<file path="src/rtl/dtm_pkg.sv">
`timescale 1ns / 1ps
`default_nettype none

package dtm_pkg;

    typedef logic [1:0]  func_t;
    typedef logic [5:0]  offset_t;
    typedef logic [31:0] word_t;

    localparam func_t FUNC_IDLE  = 2'd0;
    localparam func_t FUNC_READ  = 2'd1;
    localparam func_t FUNC_WRITE = 2'd2;

    localparam offset_t OFS_FREE   = 6'h00;
    localparam offset_t OFS_MATCHC = 6'h04;
    localparam offset_t OFS_MATCHV = 6'h14;
    localparam offset_t OFS_CTRL   = 6'h20;
    localparam offset_t OFS_STATUS = 6'h24;

    localparam int CTRL_ENABLE_BIT = 1;
    localparam int IRQ_BIT         = 10;
    localparam int FIRQ_BIT        = 11;

    localparam word_t MATCH_RESET = 32'hFFFF_FFFF;

endpackage

`default_nettype wire

</file>
<file path="src/rtl/dual_timer_match_interrupt_block.sv">
`timescale 1ns / 1ps
`default_nettype none
// An input beat passes through the input register, then the result register.
// Throughput: one beat per cycle while out_ready does not stall; the counters
// advance once per accepted beat. Reset (rst_n low, asynchronous): counters, control
// and status clear, match value goes to all ones, and both pipeline stages are emptied.

module dual_timer_match_interrupt_block (
    input  wire logic                 clk,
    input  wire logic                 rst_n,
    input  wire logic                 in_valid,
    output logic                      in_ready,
    input  wire dtm_pkg::func_t       func,
    input  wire dtm_pkg::offset_t     reg_offset,
    input  wire dtm_pkg::word_t       write_data,
    output logic                      out_valid,
    input  wire logic                 out_ready,
    output dtm_pkg::word_t            bus_rdata,
    output logic                      irq,
    output logic                      firq
);

    logic             stage_valid_reg;
    dtm_pkg::func_t   stage_func_reg;
    dtm_pkg::offset_t stage_offset_reg;
    dtm_pkg::word_t   stage_wdata_reg;

    logic             out_valid_reg;
    dtm_pkg::word_t   out_rdata_reg;
    logic             out_irq_reg;
    logic             out_firq_reg;

    dtm_pkg::word_t   free_reg;
    dtm_pkg::word_t   free_next;
    dtm_pkg::word_t   matchc_reg;
    dtm_pkg::word_t   matchc_next;
    dtm_pkg::word_t   matchv_reg;
    dtm_pkg::word_t   matchv_next;
    dtm_pkg::word_t   ctrl_reg;
    dtm_pkg::word_t   ctrl_next;
    logic [1:0]       status_reg;
    logic [1:0]       status_next;

    dtm_pkg::word_t   matchc_cnt;
    logic [1:0]       status_cnt;
    dtm_pkg::word_t   status_word;
    dtm_pkg::word_t   rdata_next;
    logic             irq_next;
    logic             firq_next;
    logic             advance;
    logic             fire;

    assign advance  = !out_valid_reg || out_ready;
    assign fire     = stage_valid_reg && advance;
    assign in_ready = !stage_valid_reg || advance;

    always_comb
    begin
        free_next = free_reg + 32'd1;
        if (ctrl_reg[dtm_pkg::CTRL_ENABLE_BIT] && (matchc_reg >= matchv_reg))
        begin
            matchc_cnt = '0;
            status_cnt = 2'b11;
        end
        else
        begin
            matchc_cnt = matchc_reg + 32'd1;
            status_cnt = status_reg;
        end

        status_word = '0;
        status_word[dtm_pkg::IRQ_BIT]  = status_cnt[0];
        status_word[dtm_pkg::FIRQ_BIT] = status_cnt[1];

        irq_next  = ctrl_reg[dtm_pkg::IRQ_BIT] && status_cnt[0];
        firq_next = ctrl_reg[dtm_pkg::FIRQ_BIT] && status_cnt[1];

        matchc_next = matchc_cnt;
        matchv_next = matchv_reg;
        ctrl_next   = ctrl_reg;
        status_next = status_cnt;
        rdata_next  = '0;

        case (stage_func_reg)
            dtm_pkg::FUNC_READ:
            begin
                case (stage_offset_reg)
                    dtm_pkg::OFS_FREE:   rdata_next = free_next;
                    dtm_pkg::OFS_MATCHC: rdata_next = matchc_cnt;
                    dtm_pkg::OFS_MATCHV: rdata_next = matchv_reg;
                    dtm_pkg::OFS_CTRL:   rdata_next = ctrl_reg;
                    dtm_pkg::OFS_STATUS: rdata_next = status_word;
                    default:             rdata_next = '0;
                endcase
            end
            dtm_pkg::FUNC_WRITE:
            begin
                case (stage_offset_reg)
                    dtm_pkg::OFS_MATCHV:
                    begin
                        matchv_next = stage_wdata_reg;
                    end
                    dtm_pkg::OFS_CTRL:
                    begin
                        ctrl_next = stage_wdata_reg;
                        if (stage_wdata_reg[dtm_pkg::CTRL_ENABLE_BIT])
                        begin
                            matchc_next = '0;
                            status_next = 2'b00;
                        end
                    end
                    dtm_pkg::OFS_STATUS:
                    begin
                        status_next = status_cnt & ~{stage_wdata_reg[dtm_pkg::FIRQ_BIT],
                                                     stage_wdata_reg[dtm_pkg::IRQ_BIT]};
                    end
                    default:
                    begin
                        matchv_next = matchv_reg;
                    end
                endcase
            end
            default:
            begin
                rdata_next = '0;
            end
        endcase
    end

    always_ff @(posedge clk or negedge rst_n)
    begin
        if (!rst_n)
        begin
            stage_valid_reg <= 1'b0;
            out_valid_reg   <= 1'b0;
            free_reg        <= '0;
            matchc_reg      <= '0;
            matchv_reg      <= dtm_pkg::MATCH_RESET;
            ctrl_reg        <= '0;
            status_reg      <= 2'b00;
        end
        else
        begin
            if (in_ready)
            begin
                stage_valid_reg <= in_valid;
            end
            if (advance)
            begin
                out_valid_reg <= stage_valid_reg;
            end
            if (fire)
            begin
                free_reg   <= free_next;
                matchc_reg <= matchc_next;
                matchv_reg <= matchv_next;
                ctrl_reg   <= ctrl_next;
                status_reg <= status_next;
            end
        end
    end

    always_ff @(posedge clk)
    begin
        if (in_valid && in_ready)
        begin
            stage_func_reg   <= func;
            stage_offset_reg <= reg_offset;
            stage_wdata_reg  <= write_data;
        end
        if (fire)
        begin
            out_rdata_reg <= rdata_next;
            out_irq_reg   <= irq_next;
            out_firq_reg  <= firq_next;
        end
    end

    assign out_valid = out_valid_reg;
    assign bus_rdata = out_rdata_reg;
    assign irq       = out_irq_reg;
    assign firq      = out_firq_reg;

endmodule

`default_nettype wire

</file>
<file path="config.mk">
export PLATFORM = sky130hd
export DESIGN_NAME = dual_timer_match_interrupt_block
export DESIGN_NICKNAME = d
export VERILOG_FILES = /design/src/rtl/dtm_pkg.sv /design/src/rtl/dual_timer_match_interrupt_block.sv
export SDC_FILE = /design/constraint.sdc
export NUM_CORES = 1
export LEC_CHECK = 0
export ABC_AREA = 1
export BUFFER_PORTS_ARGS = -buffer_cell sky130_fd_sc_hd__buf_4
export CAP_MARGIN = 30
export CORE_MARGIN = 8
export CORE_UTILIZATION = 55
export CTS_CLUSTER_DIAMETER = 150
export CTS_CLUSTER_SIZE = 8
export DETAILED_ROUTE_END_ITERATION = 12
export HOLD_SLACK_MARGIN = 0.03
export PLACE_DENSITY = 0.78
export SLEW_MARGIN = 20
export SYNTH_ARGS = -nofsm -noshare
export SYNTH_HDL_FRONTEND = slang
export SYNTH_SLANG_ARGS = --single-unit
</file>
<file path="constraint.sdc">
create_clock -name clk -period 2.61 [get_ports clk]
set_input_delay 0.1305 -clock clk [delete_from_list [all_inputs] [get_ports clk]]
set_output_delay 0.1305 -clock clk [all_outputs]
set_load 0.02 [all_outputs]
</file>
==> results.sh, run 1 <==
export IMPL_track_usage_pct=27.24
export IMPL_fillers=1556
export IMPL_period_minus_slack_ns=2.454
export IMPL_netSwitchingFraction_pct=35.02
export IMPL_synth_fp_nets=1361
export IMPL_root_buffer="clkbuf_16"
export IMPL_tightest_slew_ns=0.7713
export IMPL_dr_pass1_iters=6
export IMPL_power_switching_w=0.003914
export IMPL_synth_seq_cells=206
export IMPL_clock_latency_ns=0.56
export IMPL_vias=9684
export IMPL_drt_iter0_drc=911
export IMPL_antenna_found_initial=0
export IMPL_internal_power_w=0.007264
export IMPL_rrSetupSlack_ns=0.16
export IMPL_grt_start_max_net_pins=56
export IMPL_seq_area_sq_um=5565
export IMPL_rsz0062_at_grt="yes"
export IMPL_multiInputGateArea_sq_um=4442
export IMPL_yosys_most_used_dff="dfrtp_1"
export IMPL_h_tree_depth=1
export IMPL_wl_per_cell_microns=19.01
export IMPL_ys_async_sr_fraction_pct=64.08
export IMPL_initial_core_util_pct=56.00
export IMPL_yosysSeqAreaShare_pct=51.06
export IMPL_cts_reportedPaths_clkPinSlew_ns=0.05
export IMPL_core_sq_um=19460
export IMPL_postSynthAreaPerCell_sq_um=8.495
export IMPL_cp_max_fo=6
export IMPL_dieArea_sq_um=24580
export IMPL_syn_instance_count=1283
export IMPL_relSlewSlack_pct=48.58
export IMPL_die_y_microns=156.8
export IMPL_cts_sinks=206
export IMPL_grt_remaining_overflow=0
export IMPL_timing_fmax_ghz=0.4074
export IMPL_die_x_microns=156.8
export IMPL_via_per_inst=5.591
export IMPL_drive_above_1_share_pct=15.88
export IMPL_grt_pass1_vias=9457
export IMPL_grt_pass1_wl_microns=51580
export IMPL_yosysUniqueCellTypes=47
export IMPL_fin_skew_ns=0.01490
export IMPL_setup_worst_path_start_class="register"
export IMPL_place_ws_ns=-0.01092
export IMPL_drc_errors=0
export IMPL_diodes=0
export IMPL_critPathRequiredTime_ns=2.92
export IMPL_rows=51
export IMPL_crit_type="reg -> reg"
export IMPL_hold_violations=0
export IMPL_area_delta_synth_final_pct=22.91
export IMPL_worst_slack_ns=0.1556
export IMPL_synth_edf_count=74
export IMPL_io_buffers=79
export IMPL_place_area_sq_um=12060
export IMPL_endpoint_kind="register"
export IMPL_period_share_pct=94.04
export IMPL_final_area_sq_um=13400
export IMPL_power_leakage_nw=5.741
export IMPL_cts_made_buffers=29
export IMPL_setup_viol=0
export IMPL_dp_hpwl_microns=23730
export IMPL_syn_cell_area_sq_um=10900
export IMPL_p_comb_share_pct=28.9
export IMPL_synth_warnings=0
export IMPL_cts_buffer_depth=3
export IMPL_pwr_share_clk_pct=31.6
export IMPL_ir_worst_vdd_mv=0.6136
export IMPL_max_cap_violations=0
export IMPL_cts_tree="built"
export IMPL_place_congestion=0.9694
export IMPL_seqPwrFrac_pct=39.6
export IMPL_antenna_left=0
export IMPL_maxSlewViolCount=0
export IMPL_wirelength_microns=32920
export IMPL_arrival_ns=2.77
export IMPL_p_per_area_nw_per_um2=834.4
export IMPL_nNetsFinal=1522
export IMPL_io_pins=80
export IMPL_status="finished clean"
export IMPL_hp_class="in -> async"
-- worst max-delay path, cell delays in order, from the launching register on --
cell	delay, ns
dfstp_2	0.53
inv_1	0.06
ha_1	0.30
a21oi_1	0.16
nand2_1	0.08
nand2_1	0.06
nand2_1	0.07
nand2_1	0.08
nand2_2	0.06
nand2_1	0.07
nand2_2	0.07
nand2_4	0.12
buf_4	0.17
nand2_1	0.07
nand2_1	0.09
nand3b_1	0.07
and2_1	0.14
-- timing repair --
| action | 4_1_cts | 5_1_grt |
|---|---|---|
| setup endpoints to repair | 2 | 35 |
| buffers inserted | 0 | 1 |
| hold buffers | 45 | 0 |
| resized for setup | 1 | 8 |
| endpoints found under the hold margin | 77 | 0 |
-- Yosys cell counts, types with 2 or more instances --
master      n  area share [%]
o221ai_1    6            0.48
a21oi_1    41             1.9
clkinv_1    2           0.069
dfrtp_1   100              23
a21boi_0    2            0.14
o31ai_1     3            0.21
ha_1       34             3.9
nor2_1     69             2.4
nor2_2      5            0.29
nand2_2     3            0.17
nand3b_1    3            0.21
inv_1     190             6.5
inv_2       3            0.10
buf_1       3            0.10
nand2_1   301              10
a21o_1      2            0.14
edfxtp_1   74              20
a221oi_1    3            0.24
buf_2      15            0.69
a31oi_1     4            0.23
dfstp_2    32             7.7
o211ai_1    6            0.41
o21a_1      5            0.34
a22oi_1    11            0.76
o21ai_1     4            0.18
nor3_1     20            0.92
nor4_1      5            0.29
o22ai_1     5            0.29
xor2_1     27             2.2
nand4_1    46             2.6
nor3_2      4            0.37
o21ai_0   128             5.9
or2_2       5            0.29
nand3_2     5            0.46
nor3_4      3            0.45
nand3_1    78             3.6
clkbuf_1   26            0.90
-- logic make-up (layout without fill, tap and decap cells) --
| group | Yosys count | in the layout | synth area share [%] |
|---|---|---|---|
| and+or+nand+nor | 552 | 552 | 22.84 |
| xor gates and xnor gates | 27 | 27 | 2.170 |
| DFF | 206 | 206 | 51.06 |
| AOI/OAI and AO/OA | 225 | 225 | 11.62 |
| adders and majority gates | 34 | 34 | 3.903 |
| buffers and inverters | 239 | 423 | 8.403 |
-- power groups by stage --
stage,Sequential (W),Clock [W],Combinational [W]
floorplan,0.00443,0,0.00190
detailed placement,0.00444,0,0.00305
CTS,0.00440,0.00356,0.00312
global placement,0.00444,0,0.00297
finish,0.00442,0.00353,0.00323
global route,0.00448,0.00367,0.00365
-- metrics by stage --
step | power, W | instances | TNS (ns) | utilization (%) | hold slack (ns)
floorplan | 0.006331 | 1283 | 0 | - | -0.1651
global placement | 0.007405 | 1632 | 0 | 61.97 | 0.2487
detailed placement | 0.007492 | 1632 | -0.01944 | 61.97 | 0.2519
CTS | 0.01108 | 1731 | 0 | 68.65 | 0.2150
global route | 0.01180 | 1732 | -0.007330 | 68.83 | 0.2823
finish | 0.01118 | 1732 | 0 | 68.83 | 0.1878
-- cell type report --
class                      count  area share [%]
tap                          265           2.475
timing repair buffer         174           11.05
multi-input combinational    838           33.16
clock buffer                  53           6.164
sequential                   206           41.54
clock inverter                 1          0.1494
inverter                     195           5.464
-- routing by layer --
metal	global-route usage, %	up-vias	wire, microns
li1	-	4589	-
met1	36.75	4532	14020
met2	41.37	479	14440
met3	7.529	84	3398
met4	9.748	0	1059
met5	0	-	0
-- placed cells by master, fill, tap and decap left out, types with 7 or more instances in the layout --
cell type | netlist | final
clkbuf_16 | 0 | 29
nand3_1 | 78 | 78
dlygate4sd3_1 | 0 | 45
nand2_1 | 301 | 298
dfrtp_1 | 100 | 100
xor2_1 | 27 | 27
dfstp_2 | 32 | 32
o21ai_0 | 128 | 128
a22oi_1 | 11 | 11
edfxtp_1 | 74 | 74
inv_1 | 190 | 189
ha_1 | 34 | 34
buf_4 | 0 | 123
nand4_1 | 46 | 46
nor2_1 | 69 | 67
nor2_2 | 5 | 7
a21oi_1 | 41 | 41
nor3_1 | 20 | 20
clkbuf_1 | 26 | 23
-- path summary, 6_finish.rpt --
check	end	start	cells after the start
setup / recovery	bus_rdata[11]$_SDFFCE_PP0P_	matchv_reg[3]$_DFFE_PN1P_	16
hold / removal	ctrl_reg[10]$_DFFE_PN0P_	rst_n	2
setup reg to reg	bus_rdata[11]$_SDFFCE_PP0P_	matchv_reg[3]$_DFFE_PN1P_	16
hold reg to reg	matchv_reg[7]$_DFFE_PN1P_	matchv_reg[7]$_DFFE_PN1P_	2
max in group asynchronous	matchv_reg[20]$_DFFE_PN1P_	rst_n	3
min in group clk	stage_wdata_reg[29]$_DFFE_PP_	write_data[29]	2
Power figures use the tool's default switching activity.
==> run 2, diff against run 1 <==
--- a/config.mk
+++ b/config.mk
@@ -8,13 +8,12 @@
 export ABC_AREA = 1
 export BUFFER_PORTS_ARGS = -buffer_cell sky130_fd_sc_hd__buf_4
 export CAP_MARGIN = 30
-export CORE_MARGIN = 8
 export CORE_UTILIZATION = 55
 export CTS_CLUSTER_DIAMETER = 150
 export CTS_CLUSTER_SIZE = 8
 export DETAILED_ROUTE_END_ITERATION = 12
 export HOLD_SLACK_MARGIN = 0.03
-export PLACE_DENSITY = 0.78
+export PLACE_DENSITY = 0.75
 export SLEW_MARGIN = 20
 export SYNTH_ARGS = -nofsm -noshare
 export SYNTH_HDL_FRONTEND = slang
==> constraint.sdc (replaced) <==
create_clock -name clk -period 2.4 [get_ports clk]
set_input_delay 0.12 -clock clk [delete_from_list [all_inputs] [get_ports clk]]
set_output_delay 0.12 -clock clk [all_outputs]
set_load 0.02 [all_outputs]
==> run 2 against run 1 <==
The run now ends with negative setup slack left. Critical path depth shrank 3. Design area increased by 4.5%. Register-to-register slack worse by 0.17 ns. Power up 14%. Fmax grew 1.7%. Non-clock buffer count grew 35. Die area decreased by 17%. Sequential share of layout area is 1.8 points lower. Critical endpoint is now bus_rdata[7]$_SDFFCE_PP0P_. Largest power group unchanged.
==> results.sh, run 2 (synthesized netlist as in run 1, its figures left out) <==
export IMPL_status="finished with violations"
export IMPL_violations="negative setup slack"
export IMPL_fillers=1465
export IMPL_netSwitchingFraction_pct=35.63
export IMPL_wl_per_cell_microns=18.86
export IMPL_stdcell_count=1766
export IMPL_die_x_microns=142.8
export IMPL_p_comb_share_pct=32.1
export IMPL_seq_area_sq_um=5565
export IMPL_dp_hpwl_microns=22730
export IMPL_seqPwrFrac_pct=37.9
export IMPL_fin_skew_ns=0.01816
export IMPL_endpoint_kind="register"
export IMPL_tightest_slew_ns=0.6866
export IMPL_setup_viol=4
export IMPL_period_minus_slack_ns=2.414
export IMPL_hold_violations=0
export IMPL_hp_class="in -> async"
export IMPL_slowest_stage="dfstp_2"
export IMPL_maxSlewViolCount=0
export IMPL_area_delta_synth_final_pct=28.48
export IMPL_io_buffers=79
export IMPL_root_buffer="clkbuf_16"
export IMPL_dr_pass1_iters=6
export IMPL_worst_r2r_cell_count=13
export IMPL_wirelength_microns=33320
export IMPL_final_common_cell="nand2_1"
export IMPL_initial_core_util_pct=56.00
export IMPL_die_y_microns=142.8
export IMPL_rows=51
export IMPL_cp_max_fo=6
export IMPL_crit_chain="inv_1, ha_4, a21oi_1, o21ai_1, a21oi_1, nand2_2, nand2_2, nand2_4, nand2_8, clkinvlp_4, nor2_2, nand2_1, a21oi_2"
export IMPL_via_per_inst=5.611
export IMPL_grt_remaining_overflow=0
export IMPL_clock_latency_ns=0.56
export IMPL_antenna_left=0
export IMPL_nNetsFinal=1557
export IMPL_p_per_area_nw_per_um2=907.8
export IMPL_multiInputGateArea_sq_um=4725
export IMPL_ir_worst_vdd_mv=0.6817
export IMPL_core_sq_um=19460
export IMPL_critPathRequiredTime_ns=2.80
export IMPL_timing_fmax_ghz=0.4143
export IMPL_drc_errors=0
export IMPL_cts_sinks=206
export IMPL_h_tree_depth=1
export IMPL_grt_pass1_wl_microns=51130
export IMPL_arrival_ns=2.81
export IMPL_pwr_share_clk_pct=30.0
export IMPL_setup_worst_path_start_class="register"
export IMPL_crit_type="reg -> reg"
export IMPL_place_congestion=0.9721
export IMPL_cpPeakStageDelay_ns=0.52
export IMPL_vias=9909
export IMPL_rsz0062_at_grt="yes"
export IMPL_max_cap_violations=0
export IMPL_dieArea_sq_um=20380
export IMPL_power_switching_w=0.004529
export IMPL_power_leakage_nw=5.954
export IMPL_io_pins=80
export IMPL_worst_slack_ns=-0.01391
export IMPL_drive_above_1_share_pct=21.32
export IMPL_dp_cells=1664
export IMPL_cts_reportedPaths_clkPinSlew_ns=0.06
export IMPL_internal_power_w=0.008183
export IMPL_cts_made_buffers=29
export IMPL_grt_pass1_vias=9507
export IMPL_final_cell_mix="288 x nand2_1, 183 x inv_1, 151 x buf_4, 124 x o21ai_0, 100 x dfrtp_1"
export IMPL_relSlewSlack_pct=54.23
export IMPL_track_usage_pct=33.57
export IMPL_period_share_pct=100.6
export IMPL_drt_iter0_drc=946
export IMPL_cts_tree="built"
export IMPL_grt_start_max_net_pins=99
export IMPL_diodes=0
export IMPL_cts_buffer_depth=3
export IMPL_antenna_found_initial=0
export IMPL_fin_util_pct=71.95
-- run 2: final timing paths --
path                                            endpoint                 startpoint  slack [ns]
max                           bus_rdata[7]$_SDFFCE_PP0P_  matchv_reg[9]$_DFFE_PN1P_       -0.01
min                              ctrl_reg[0]$_DFFE_PN0P_                      rst_n        0.15
max reg2reg                   bus_rdata[7]$_SDFFCE_PP0P_  matchv_reg[9]$_DFFE_PN1P_       -0.01
min reg2reg                    matchv_reg[6]$_DFFE_PN1P_  matchv_reg[6]$_DFFE_PN1P_        0.48
max in group asynchronous     matchv_reg[27]$_DFFE_PN1P_                      rst_n        1.49
min in group clk           stage_wdata_reg[12]$_DFFE_PP_             write_data[12]        0.28
-- run 2: timing repair --
| item | in CTS | in global routing |
|---|---|---|
| setup buffers | 0 | 3 |
| hold buffers | 45 | 0 |
| cloned | 0 | 1 |
| hold endpoints to repair | 88 | 0 |
| gates resized for setup | 10 | 64 |
| endpoints found under the setup margin | 54 | 55 |
| pin swaps | 0 | 20 |
-- run 2: through the flow --
stage / setup WS, ns / TNS (ns) / hold WS [ns] / total power, W / area, sq um
floorplan: 0.2506 / 0 / -0.1756 / 0.006883 / 10910
CTS: -0.04399 / -0.3492 / 0.1691 / 0.01224 / 13670
finish: -0.01391 / -0.02360 / 0.1514 / 0.01271 / 14000
global route: -0.1355 / -2.068 / 0.2159 / 0.01339 / 14000
global placement: -0.1277 / -2.443 / 0.1984 / 0.008139 / 12330
detailed placement: -0.1659 / -4.239 / 0.2052 / 0.008217 / 12330
-- run 2: layout make-up --
type | count | area share (%)
clock buffers | 52 | 5.870
clock inverters | 1 | 0.1430
inverters | 195 | 5.254
multi-input cells | 838 | 33.74
flip-flops and latches | 206 | 39.74
well taps | 265 | 2.368
repair buffers | 209 | 12.88
-- run 2: power by group through the flow --
stage / clock (W) / combinational, W / sequential, W
6_report: 0.00381 / 0.00408 / 0.00482
3_5_place_dp: 0 / 0.00341 / 0.00480
5_1_grt: 0.00401 / 0.00451 / 0.00488
2_1_floorplan: 0 / 0.00207 / 0.00481
4_1_cts: 0.00384 / 0.00363 / 0.00477
3_3_place_gp: 0 / 0.00334 / 0.00480
-- run 2: metal layers --
metal	vias up	part of all wire, %	track usage [%]
met4	0	3.3	12.34
met2	464	46	51.44
li1	4665	-	-
met1	4709	42	46.99
met5	-	0	0
met3	71	8.9	7.076
-- run 2: worst max-delay path, delay by kind of cell, from the launching register on --
family / cells / cell delay [ns]
AND/OR/NAND/NOR: 6 / 0.60
flip-flops: 1 / 0.52
adder cells (fa/ha/maj): 1 / 0.24
buffers and inverters: 2 / 0.33
AO/OA/AOI/OAI: 4 / 0.55
